File: src/rtl/core/chunked_transfer_decoder_macros.svh
// Assertion helpers shared by the decoder RTL.
`ifndef CHUNKED_TRANSFER_DECODER_MACROS_SVH
`define CHUNKED_TRANSFER_DECODER_MACROS_SVH

// Same-cycle implication, disabled while reset is asserted.
`define CTD_ASSERT_NOW(lbl, clk, rst_n, ante, cons) \
    lbl: assert property (@(posedge clk) disable iff (!(rst_n)) (ante) |-> (cons)) \
        else $error("chunked decoder check failed");

// Next-cycle implication, disabled while reset is asserted.
`define CTD_ASSERT_NEXT(lbl, clk, rst_n, ante, cons) \
    lbl: assert property (@(posedge clk) disable iff (!(rst_n)) (ante) |=> (cons)) \
        else $error("chunked decoder check failed");

`endif

File: src/rtl/core/ctd_pkg.sv
// ----------------------------------------------------------------------------
// ctd_pkg
// Types, codes and helpers for the chunked transfer decoder.
// ----------------------------------------------------------------------------
package ctd_pkg;

    localparam int CTD_SIZE_BITS = 32;

    localparam logic [7:0] CH_CR    = 8'h0D;
    localparam logic [7:0] CH_LF    = 8'h0A;
    localparam logic [7:0] CH_SPACE = 8'h20;
    localparam logic [7:0] CH_TAB   = 8'h09;
    localparam logic [7:0] CH_X_LO  = 8'h78;
    localparam logic [7:0] CH_X_UP  = 8'h58;

    typedef enum logic [2:0] {
        ST_OK       = 3'd0,
        ST_NODIGIT  = 3'd1,
        ST_OVERFLOW = 3'd2,
        ST_UNTERM   = 3'd3,
        ST_TRUNC    = 3'd4
    } t_status;

    typedef struct packed {
        logic [7:0] in_byte;
        logic       in_end;
    } t_in;

    typedef struct packed {
        logic [7:0] out_byte;
        logic       out_kind;
        logic [2:0] status;
        logic       out_last;
    } t_out;

    typedef struct packed {
        logic       valid;
        logic [3:0] value;
    } t_hex;

    function automatic t_hex hex_decode(input logic [7:0] c);
        t_hex h;
        h.valid = 1'b1;
        h.value = 4'd0;
        if (c >= 8'h30 && c <= 8'h39) begin
            h.value = 4'(c - 8'h30);
        end else if (c >= 8'h61 && c <= 8'h66) begin
            h.value = 4'(c - 8'h57);
        end else if (c >= 8'h41 && c <= 8'h46) begin
            h.value = 4'(c - 8'h37);
        end else begin
            h.valid = 1'b0;
        end
        return h;
    endfunction

endpackage

File: src/rtl/core/chunked_transfer_decoder.sv
// ----------------------------------------------------------------------------
// chunked_transfer_decoder
// Streaming decoder for a chunked transfer-coded body, one byte per item.
// ----------------------------------------------------------------------------
//  channel | handshake          | payload
//  --------+--------------------+---------------------------------------
//  input   | i_valid / o_ready  | i_data : t_in  (in_byte, in_end)
//  output  | o_valid / i_ready  | o_data : t_out (byte, kind, status, last)
//
// One byte is parsed per cycle while o_ready is high; results are registered
// into a 4-entry output queue.
// A final byte inside chunk data makes two results; with the receiver ready
// the queue never fills, so one byte is taken every cycle.
// o_ready drops while the queue holds more than two results.
// i_rst_n is synchronous: parse state returns to the start of a size
// line and the queue empties.
`include "chunked_transfer_decoder_macros.svh"

module chunked_transfer_decoder
    import ctd_pkg::*;
#(
    parameter int SIZE_BITS = CTD_SIZE_BITS
) (
    input  logic i_clk,
    input  logic i_rst_n,
    input  logic i_valid,
    output logic o_ready,
    input  t_in  i_data,
    output logic o_valid,
    input  logic i_ready,
    output t_out o_data
);

    localparam int FifoDepth = 4;
    localparam int PtrBits   = $clog2(FifoDepth);
    localparam int CntBits   = $clog2(FifoDepth + 1);

    typedef enum logic [3:0] {
        PH_START, PH_LEAD, PH_DIGITS, PH_SKIP, PH_CR,
        PH_DATA, PH_TAIL1, PH_TAIL2, PH_DONE, PH_FAULT
    } t_phase;

    t_phase               r_phase,  n_phase;
    logic [SIZE_BITS-1:0] r_remain, n_remain;
    logic                 r_has_digit, n_has_digit;
    logic                 r_sole_zero, n_sole_zero;
    t_status              r_fault,  n_fault;

    t_out                 r_fifo [FifoDepth];
    logic [PtrBits-1:0]   r_wr_ptr, r_rd_ptr;
    logic [CntBits-1:0]   r_count,  n_count;

    logic                 in_acc, out_acc;
    logic [1:0]           res_num;
    t_out                 res0, res1, stat_res;
    t_hex                 hx;
    logic [7:0]           b;
    logic                 take;
    t_status              st;

    assign in_acc  = i_valid && o_ready;
    assign out_acc = o_valid && i_ready;
    assign o_ready = (r_count <= CntBits'(FifoDepth - 2));
    assign o_valid = (r_count != '0);
    assign o_data  = r_fifo[r_rd_ptr];

    assign b  = i_data.in_byte;
    assign hx = hex_decode(b);

    always_comb begin
        n_phase     = r_phase;
        n_remain    = r_remain;
        n_has_digit = r_has_digit;
        n_sole_zero = r_sole_zero;
        n_fault     = r_fault;
        take        = 1'b0;
        res0        = '0;
        res1        = '0;
        res_num     = 2'd0;
        st          = ST_OK;
        stat_res    = '0;

        unique case (r_phase)
            PH_START, PH_LEAD: begin
                if (b == CH_SPACE || b == CH_TAB) begin
                    n_phase = PH_LEAD;
                end else if (hx.valid) begin
                    take        = 1'b1;
                    n_sole_zero = (hx.value == 4'd0);
                    n_phase     = PH_DIGITS;
                end else if (b == CH_CR) begin
                    n_phase = PH_CR;
                end else begin
                    n_phase = PH_SKIP;
                end
            end
            PH_DIGITS: begin
                if (hx.valid) begin
                    take        = 1'b1;
                    n_sole_zero = 1'b0;
                end else if ((b == CH_X_LO || b == CH_X_UP) && r_sole_zero) begin
                    n_sole_zero = 1'b0;
                end else if (b == CH_CR) begin
                    n_phase = PH_CR;
                end else begin
                    n_phase = PH_SKIP;
                end
            end
            PH_SKIP: begin
                if (b == CH_CR) begin
                    n_phase = PH_CR;
                end
            end
            PH_CR: begin
                if (b == CH_LF) begin
                    if (!r_has_digit) begin
                        n_fault = ST_NODIGIT;
                        n_phase = PH_FAULT;
                    end else if (r_fault == ST_OVERFLOW) begin
                        n_phase = PH_FAULT;
                    end else if (r_remain == '0) begin
                        n_phase = PH_DONE;
                    end else begin
                        n_phase = PH_DATA;
                    end
                end else if (b != CH_CR) begin
                    n_phase = PH_SKIP;
                end
            end
            PH_DATA: begin
                res0.out_byte = b;
                res_num       = 2'd1;
                n_remain      = r_remain - SIZE_BITS'(1);
                if (r_remain == SIZE_BITS'(1)) begin
                    n_phase = PH_TAIL1;
                end
            end
            PH_TAIL1: begin
                n_phase = PH_TAIL2;
            end
            PH_TAIL2: begin
                n_phase     = PH_START;
                n_remain    = '0;
                n_has_digit = 1'b0;
                n_sole_zero = 1'b0;
                n_fault     = ST_OK;
            end
            default: begin
            end
        endcase

        // digit accumulate; overflow is sticky and stops accumulation
        if (take) begin
            n_has_digit = 1'b1;
            if (r_fault != ST_OVERFLOW) begin
                if (r_remain[SIZE_BITS-1 -: 4] != 4'd0) begin
                    n_fault = ST_OVERFLOW;
                end else begin
                    n_remain = {r_remain[SIZE_BITS-5:0], hx.value};
                end
            end
        end

        if (i_data.in_end) begin
            unique case (n_phase)
                PH_LEAD, PH_DIGITS, PH_SKIP, PH_CR: st = ST_UNTERM;
                PH_DATA:                            st = ST_TRUNC;
                PH_FAULT:                           st = n_fault;
                default:                            st = ST_OK;
            endcase
            stat_res.out_kind = 1'b1;
            stat_res.status   = st;
            stat_res.out_last = 1'b1;
            if (res_num == 2'd1) begin
                res1    = stat_res;
                res_num = 2'd2;
            end else begin
                res0    = stat_res;
                res_num = 2'd1;
            end
            n_phase     = PH_START;
            n_remain    = '0;
            n_has_digit = 1'b0;
            n_sole_zero = 1'b0;
            n_fault     = ST_OK;
        end else begin
            res0.out_last = 1'b1;
        end
    end

    always_comb begin
        n_count = r_count;
        if (in_acc) begin
            n_count = n_count + CntBits'(res_num);
        end
        if (out_acc) begin
            n_count = n_count - CntBits'(1);
        end
    end

    // parse state
    always_ff @(posedge i_clk) begin
        if (!i_rst_n) begin
            r_phase     <= PH_START;
            r_remain    <= '0;
            r_has_digit <= 1'b0;
            r_sole_zero <= 1'b0;
            r_fault     <= ST_OK;
        end else if (in_acc) begin
            r_phase     <= n_phase;
            r_remain    <= n_remain;
            r_has_digit <= n_has_digit;
            r_sole_zero <= n_sole_zero;
            r_fault     <= n_fault;
        end
    end

    // result queue control
    always_ff @(posedge i_clk) begin
        if (!i_rst_n) begin
            r_wr_ptr <= '0;
            r_rd_ptr <= '0;
            r_count  <= '0;
        end else begin
            r_count <= n_count;
            if (in_acc) begin
                r_wr_ptr <= r_wr_ptr + PtrBits'(res_num);
            end
            if (out_acc) begin
                r_rd_ptr <= r_rd_ptr + PtrBits'(1);
            end
        end
    end

    // result queue storage
    always_ff @(posedge i_clk) begin
        if (in_acc && res_num != 2'd0) begin
            r_fifo[r_wr_ptr] <= res0;
        end
        if (in_acc && res_num == 2'd2) begin
            r_fifo[r_wr_ptr + PtrBits'(1)] <= res1;
        end
    end

    `CTD_ASSERT_NOW(a_count_bound, i_clk, i_rst_n, 1'b1, r_count <= CntBits'(FifoDepth))
    `CTD_ASSERT_NEXT(a_end_resets, i_clk, i_rst_n, in_acc && i_data.in_end,
        r_phase == PH_START && r_remain == '0 && r_fault == ST_OK)
    `CTD_ASSERT_NOW(a_payload_clean, i_clk, i_rst_n, o_valid && !o_data.out_kind,
        o_data.status == ST_OK)
    `CTD_ASSERT_NOW(a_status_last, i_clk, i_rst_n, o_valid && o_data.out_kind,
        o_data.out_last && o_data.out_byte == 8'd0)

endmodule

File: config.mk
export PLATFORM = sky130hd
export DESIGN_NAME = chunked_transfer_decoder
export DESIGN_NICKNAME = d
export VERILOG_FILES = /design/src/rtl/core/ctd_pkg.sv /design/src/rtl/core/chunked_transfer_decoder.sv
export VERILOG_INCLUDE_DIRS = /design/src /design/src/rtl/core
export SDC_FILE = /design/constraint.sdc
export NUM_CORES = 1
export LEC_CHECK = 0
export ABC_AREA = 0
export BUFFER_PORTS_ARGS = -buffer_cell sky130_fd_sc_hd__buf_2
export CAP_MARGIN = 20
export CORE_MARGIN = 4
export CORE_UTILIZATION = 45
export CTS_CLUSTER_SIZE = 16
export DETAILED_ROUTE_END_ITERATION = 8
export PLACE_DENSITY_LB_ADDON = 0.2
export SLEW_MARGIN = 5
export SYNTH_ARGS = -nofsm -noshare
export SYNTH_HDL_FRONTEND = slang
export SYNTH_SLANG_ARGS = --single-unit
File: constraint.sdc
create_clock -name i_clk -period 7.41 [get_ports i_clk]
set_clock_uncertainty 0.2 [all_clocks]
set_input_delay 0.3705 -clock i_clk [delete_from_list [all_inputs] [get_ports i_clk]]
set_output_delay 0.3705 -clock i_clk [all_outputs]
set_load 0.02 [all_outputs]
==> metrics list <==
- Outcome: finished clean
- Startpoint of the lowest-slack register-to-register path: r_phase[0]$_SDFFE_PN0P_
- For this run, the slowest stage of the critical path takes 670 ps.
* Number of optimization iterations in the first detailed-route pass: 5
- In the final routed layout, each cell accounts on average for 17.3 um.
* DR vias: 5,419
- Count of instances resized after the clock tree is built: 0
- Total grt overflow: 0
- Share of cells above drive strength 1: 11.6%
* Post-Syn Instances: 732
* Crit Path Category: reg -> reg
* Series of cell instances along the critical path: inv_1 > or4b_1 > inv_2 > ha_1 > fa_1 > mux2i_1 > ha_1 > nand2_1 > xor2_1 > and2_1
* Worst IR drop on VDD: about 0.00013 V
- Entering global routing, the biggest net connects 50 pins.
- Pre-CTS setup slack: 3760 ps
- The detailed router used layers up to and including met4.
- Per report_power, the combinational group accounts for between 20% and 30% of the total.
* Share of the clock period used by the worst path after layout: 49.6%
- Via count of the first global-routing pass: slightly above 5,000
- Most common flop cell mapped by yosys: sky130_fd_sc_hd__dfxtp_1
* Antenna-violating nets left: 0
- 1st-iter DRT viols: 520
* Crit path max fanout: 23
- CP endpoint kind: flop
- Largest delay contributor family on the critical path: adder cells
- No sink is reached through more buffers than the 2 on the longest clock path.
* Most frequent cell after synthesis: sky130_fd_sc_hd__nor2_1
- For this design the ratio of total power to cell area is 221 nW/um2.
- Clk pin slew, worst setup/hold paths: approximately 70 ps
- The critical path starts at r_phase[0]$_SDFFE_PN0P_.
* Cell leakage power: 2.36 nW
- Max-cap viol count: 0
- The floorplan step set the die height to ~120 um.
- The internal power of the cells totals just under 1 mW.
- The first global-routing pass estimated 25,900 um of wire.
* Final Total Pwr: 1.45 mW
- Amount of wire on met3 after detailed routing: 794 um
- Post-Place Cells: 883
- For this configuration, the core starts out at a cell density of between 40% and 50%.
* Placement Rows: 42
- CTS root buffer: sky130_fd_sc_hd__clkbuf_16
* Sw Share: around a third
- Once placement finished, the instance area stood at 6240 um2.
* Buffer count from post-CTS setup fixing: 0
- The core region is approximately 13,000 um2.
- Data arrives at the worst endpoint at ~3700 ps.
* Yosys top cell by area: sky130_fd_sc_hd__dfxtp_1
- Total routing usage reported by global routing: 20.1%
* Hold path start: r_sole_zero$_SDFFE_PN0P_
* Slew of the pin with the lowest slew margin: 960 ps
* Die Width: around 120 um
* CTS sink count: 102
- The number of failing hold endpoints at the final stage is 0.
- Based on the critical path, the design can be clocked at up to 0.272 GHz.
* IO Port Bufs: 27
- Asr flop ratio synth: 0%
- Area fraction of the dominant cell type after synthesis: 27.0%
* Number of antenna violations at the first check in global routing: 0
- The tightest hold path in the finished design has a slack of 272 ps.
- Clock latency on the worst-skew pair: 360 ps
- In the detailed route, the total length drawn on met2 is 6850 um.
- The worst hold path belongs to the class reg -> reg.
* Average size of a mapped cell: 8.32 um2
- Counting both buffers and inverters, the worst setup path holds a total of 2.
- Clock tree synthesis inserted a total of 9 buffers.
- Setup repair after global routing left no endpoint under its margin.
- The max-slew violation total from the final report is 0.
* Count of nets after finishing: ~750
- Summed over all failing endpoints, the final setup total negative slack is 0 ps.
- Total of hold buffers inserted after clock tree synthesis: 0
* Synth area leaders: sky130_fd_sc_hd__dfxtp_1, sky130_fd_sc_hd__edfxtp_1, sky130_fd_sc_hd__nor2_1, sky130_fd_sc_hd__nand2_1, sky130_fd_sc_hd__mux4_2
* H-Tree Depth: 3
- After detailed routing, the number of vias per cell comes to 6.03.
- Length of routed wiring on met1: 7690 um
* Fin util: 49.5%
- Minimum period implied by the final worst setup slack: 3680 ps
* GP Congestion: 0.933
- Post-synthesis register bit count: ~100
- Count of placed standard cells in the final layout, fillers left out: about 900
- The die covers 15,500 um2.
* Number of flops mapped to enable cells by yosys: 20
- Startpoint types: flop
* Most common library cells after synthesis: sky130_fd_sc_hd__nor2_1, sky130_fd_sc_hd__dfxtp_1, sky130_fd_sc_hd__nand2_1, sky130_fd_sc_hd__o21ai_0, sky130_fd_sc_hd__a21oi_1
- Post-synthesis to final-layout area growth: 7.56%
- WL final: between 15,000 and 20,000 um
- The number of antenna diodes in the final layout is 0.
- TritonCTS built the clock tree.
* Portion of total power attributed to the clock network: 33.9%
* Post-synth cell types: 71
- Synthesis produced a netlist with a net count of 761.
* Sequential element share of the synthesized area: 36.8%
* Sequential share of power: 45.0%
- Headroom to the max-slew limit came out at 35.8%.
- Final setup viols: 0
- Sw Pwr: approximately 470 uW
- Worst setup slack after layout: 3730 ps
- Synth warnings: 0
- Crit-path most repeated cell: sky130_fd_sc_hd__ha_1
* Post-route DRC violation count: 0
- Data required time of the critical path: 7470 ps
* Cell area after layout: 6550 um2
* HPWL reported at the end of detailed placement: approximately 11,000 um
- Cell with the largest stage delay on the worst path: sky130_fd_sc_hd__or4b_1
* Io pins: 28
- Summing every instance area after synthesis gives 6090 um2.
==> power groups by stage <==
stage               Sequential, mW  Clock (mW)  Combinational [mW]
floorplan                    0.625           0               0.263
global placement             0.663           0               0.302
detailed placement           0.665           0               0.305
CTS                          0.652       0.503               0.306
global route                 0.659       0.528               0.336
finish                       0.651       0.491               0.306
==> final cells by class <==
cell class | instances | area, um2
multi-input cells | 559 | 3540
inverters | 12 | 45.0
repair buffers | 34 | 188
flip-flops and latches | 102 | 2240
well taps | 176 | 220
clock buffers | 10 | 250
clock inverters | 6 | 63.8
fillers | 1285 | 6690
==> state kept, by name, summed over array words and instances (netlist names), named ones only <==
register and count:
r_sole_zero 1, r_count 3, r_wr_ptr 2, r_phase 4, r_fifo 52, r_rd_ptr 2
r_fault 3, r_remain 32, r_has_digit 1
==> tightest hold or removal path, delay by kind of cell, from the launching register on <==
family | cells | cell delay, ps
mux | 1 | 50
flops | 1 | 320
simple gates | 1 | 50
==> layout by cell type (no fill, tap or decap), types with 6 or more instances in the layout <==
master	instances
sky130_fd_sc_hd__buf_2	27
sky130_fd_sc_hd__a21boi_0	10
sky130_fd_sc_hd__nor4_1	11
sky130_fd_sc_hd__a211oi_1	6
sky130_fd_sc_hd__mux2i_1	10
sky130_fd_sc_hd__dfxtp_1	82
sky130_fd_sc_hd__edfxtp_1	20
sky130_fd_sc_hd__and2_1	14
sky130_fd_sc_hd__ha_1	15
sky130_fd_sc_hd__buf_4	7
sky130_fd_sc_hd__nor2b_1	12
sky130_fd_sc_hd__nor3_1	23
sky130_fd_sc_hd__nand3_1	12
sky130_fd_sc_hd__a21oi_1	52
sky130_fd_sc_hd__nor2_1	93
sky130_fd_sc_hd__a31oi_1	7
sky130_fd_sc_hd__and3_1	7
sky130_fd_sc_hd__o21ai_0	54
sky130_fd_sc_hd__nand2_1	79
sky130_fd_sc_hd__nor3b_1	8
sky130_fd_sc_hd__inv_1	11
sky130_fd_sc_hd__o211ai_1	22
sky130_fd_sc_hd__mux4_2	13
sky130_fd_sc_hd__clkbuf_16	10
sky130_fd_sc_hd__or3_1	10
sky130_fd_sc_hd__o311ai_0	12
==> logic make-up (layout without fill, tap and decap cells) <==
kind of cell    count (synthesis)  after routing  synth area share [%]
compound gates                199            199                  21.0
fa+ha+maj                      16             16                  3.41
mux                            25             25                  6.82
simple gates                  314            314                  26.2
xor+xnor                        5              5                 0.719
flops                         102            102                  36.8
buf+inv                        71             62                  5.03
==> path summary, 6_finish.rpt <==
| kind | slack [ps] | end | depth (start not counted) |
|---|---|---|---|
| max | 3730 | r_count[2]$_SDFF_PN0_ | 10 |
| min | 270 | r_sole_zero$_SDFFE_PN0P_ | 2 |
| max reg2reg | 3730 | r_count[2]$_SDFF_PN0_ | 10 |
| min reg2reg | 270 | r_sole_zero$_SDFFE_PN0P_ | 2 |
==> routing by layer <==
metal  global-route usage, %  vias up
met4                    6.00        0
met2                    30.3      152
li1                        -     2652
met5                       0        -
met1                    29.0     2594
met3                    4.37       21
Note: power is estimated with default switching activity, not from simulation.
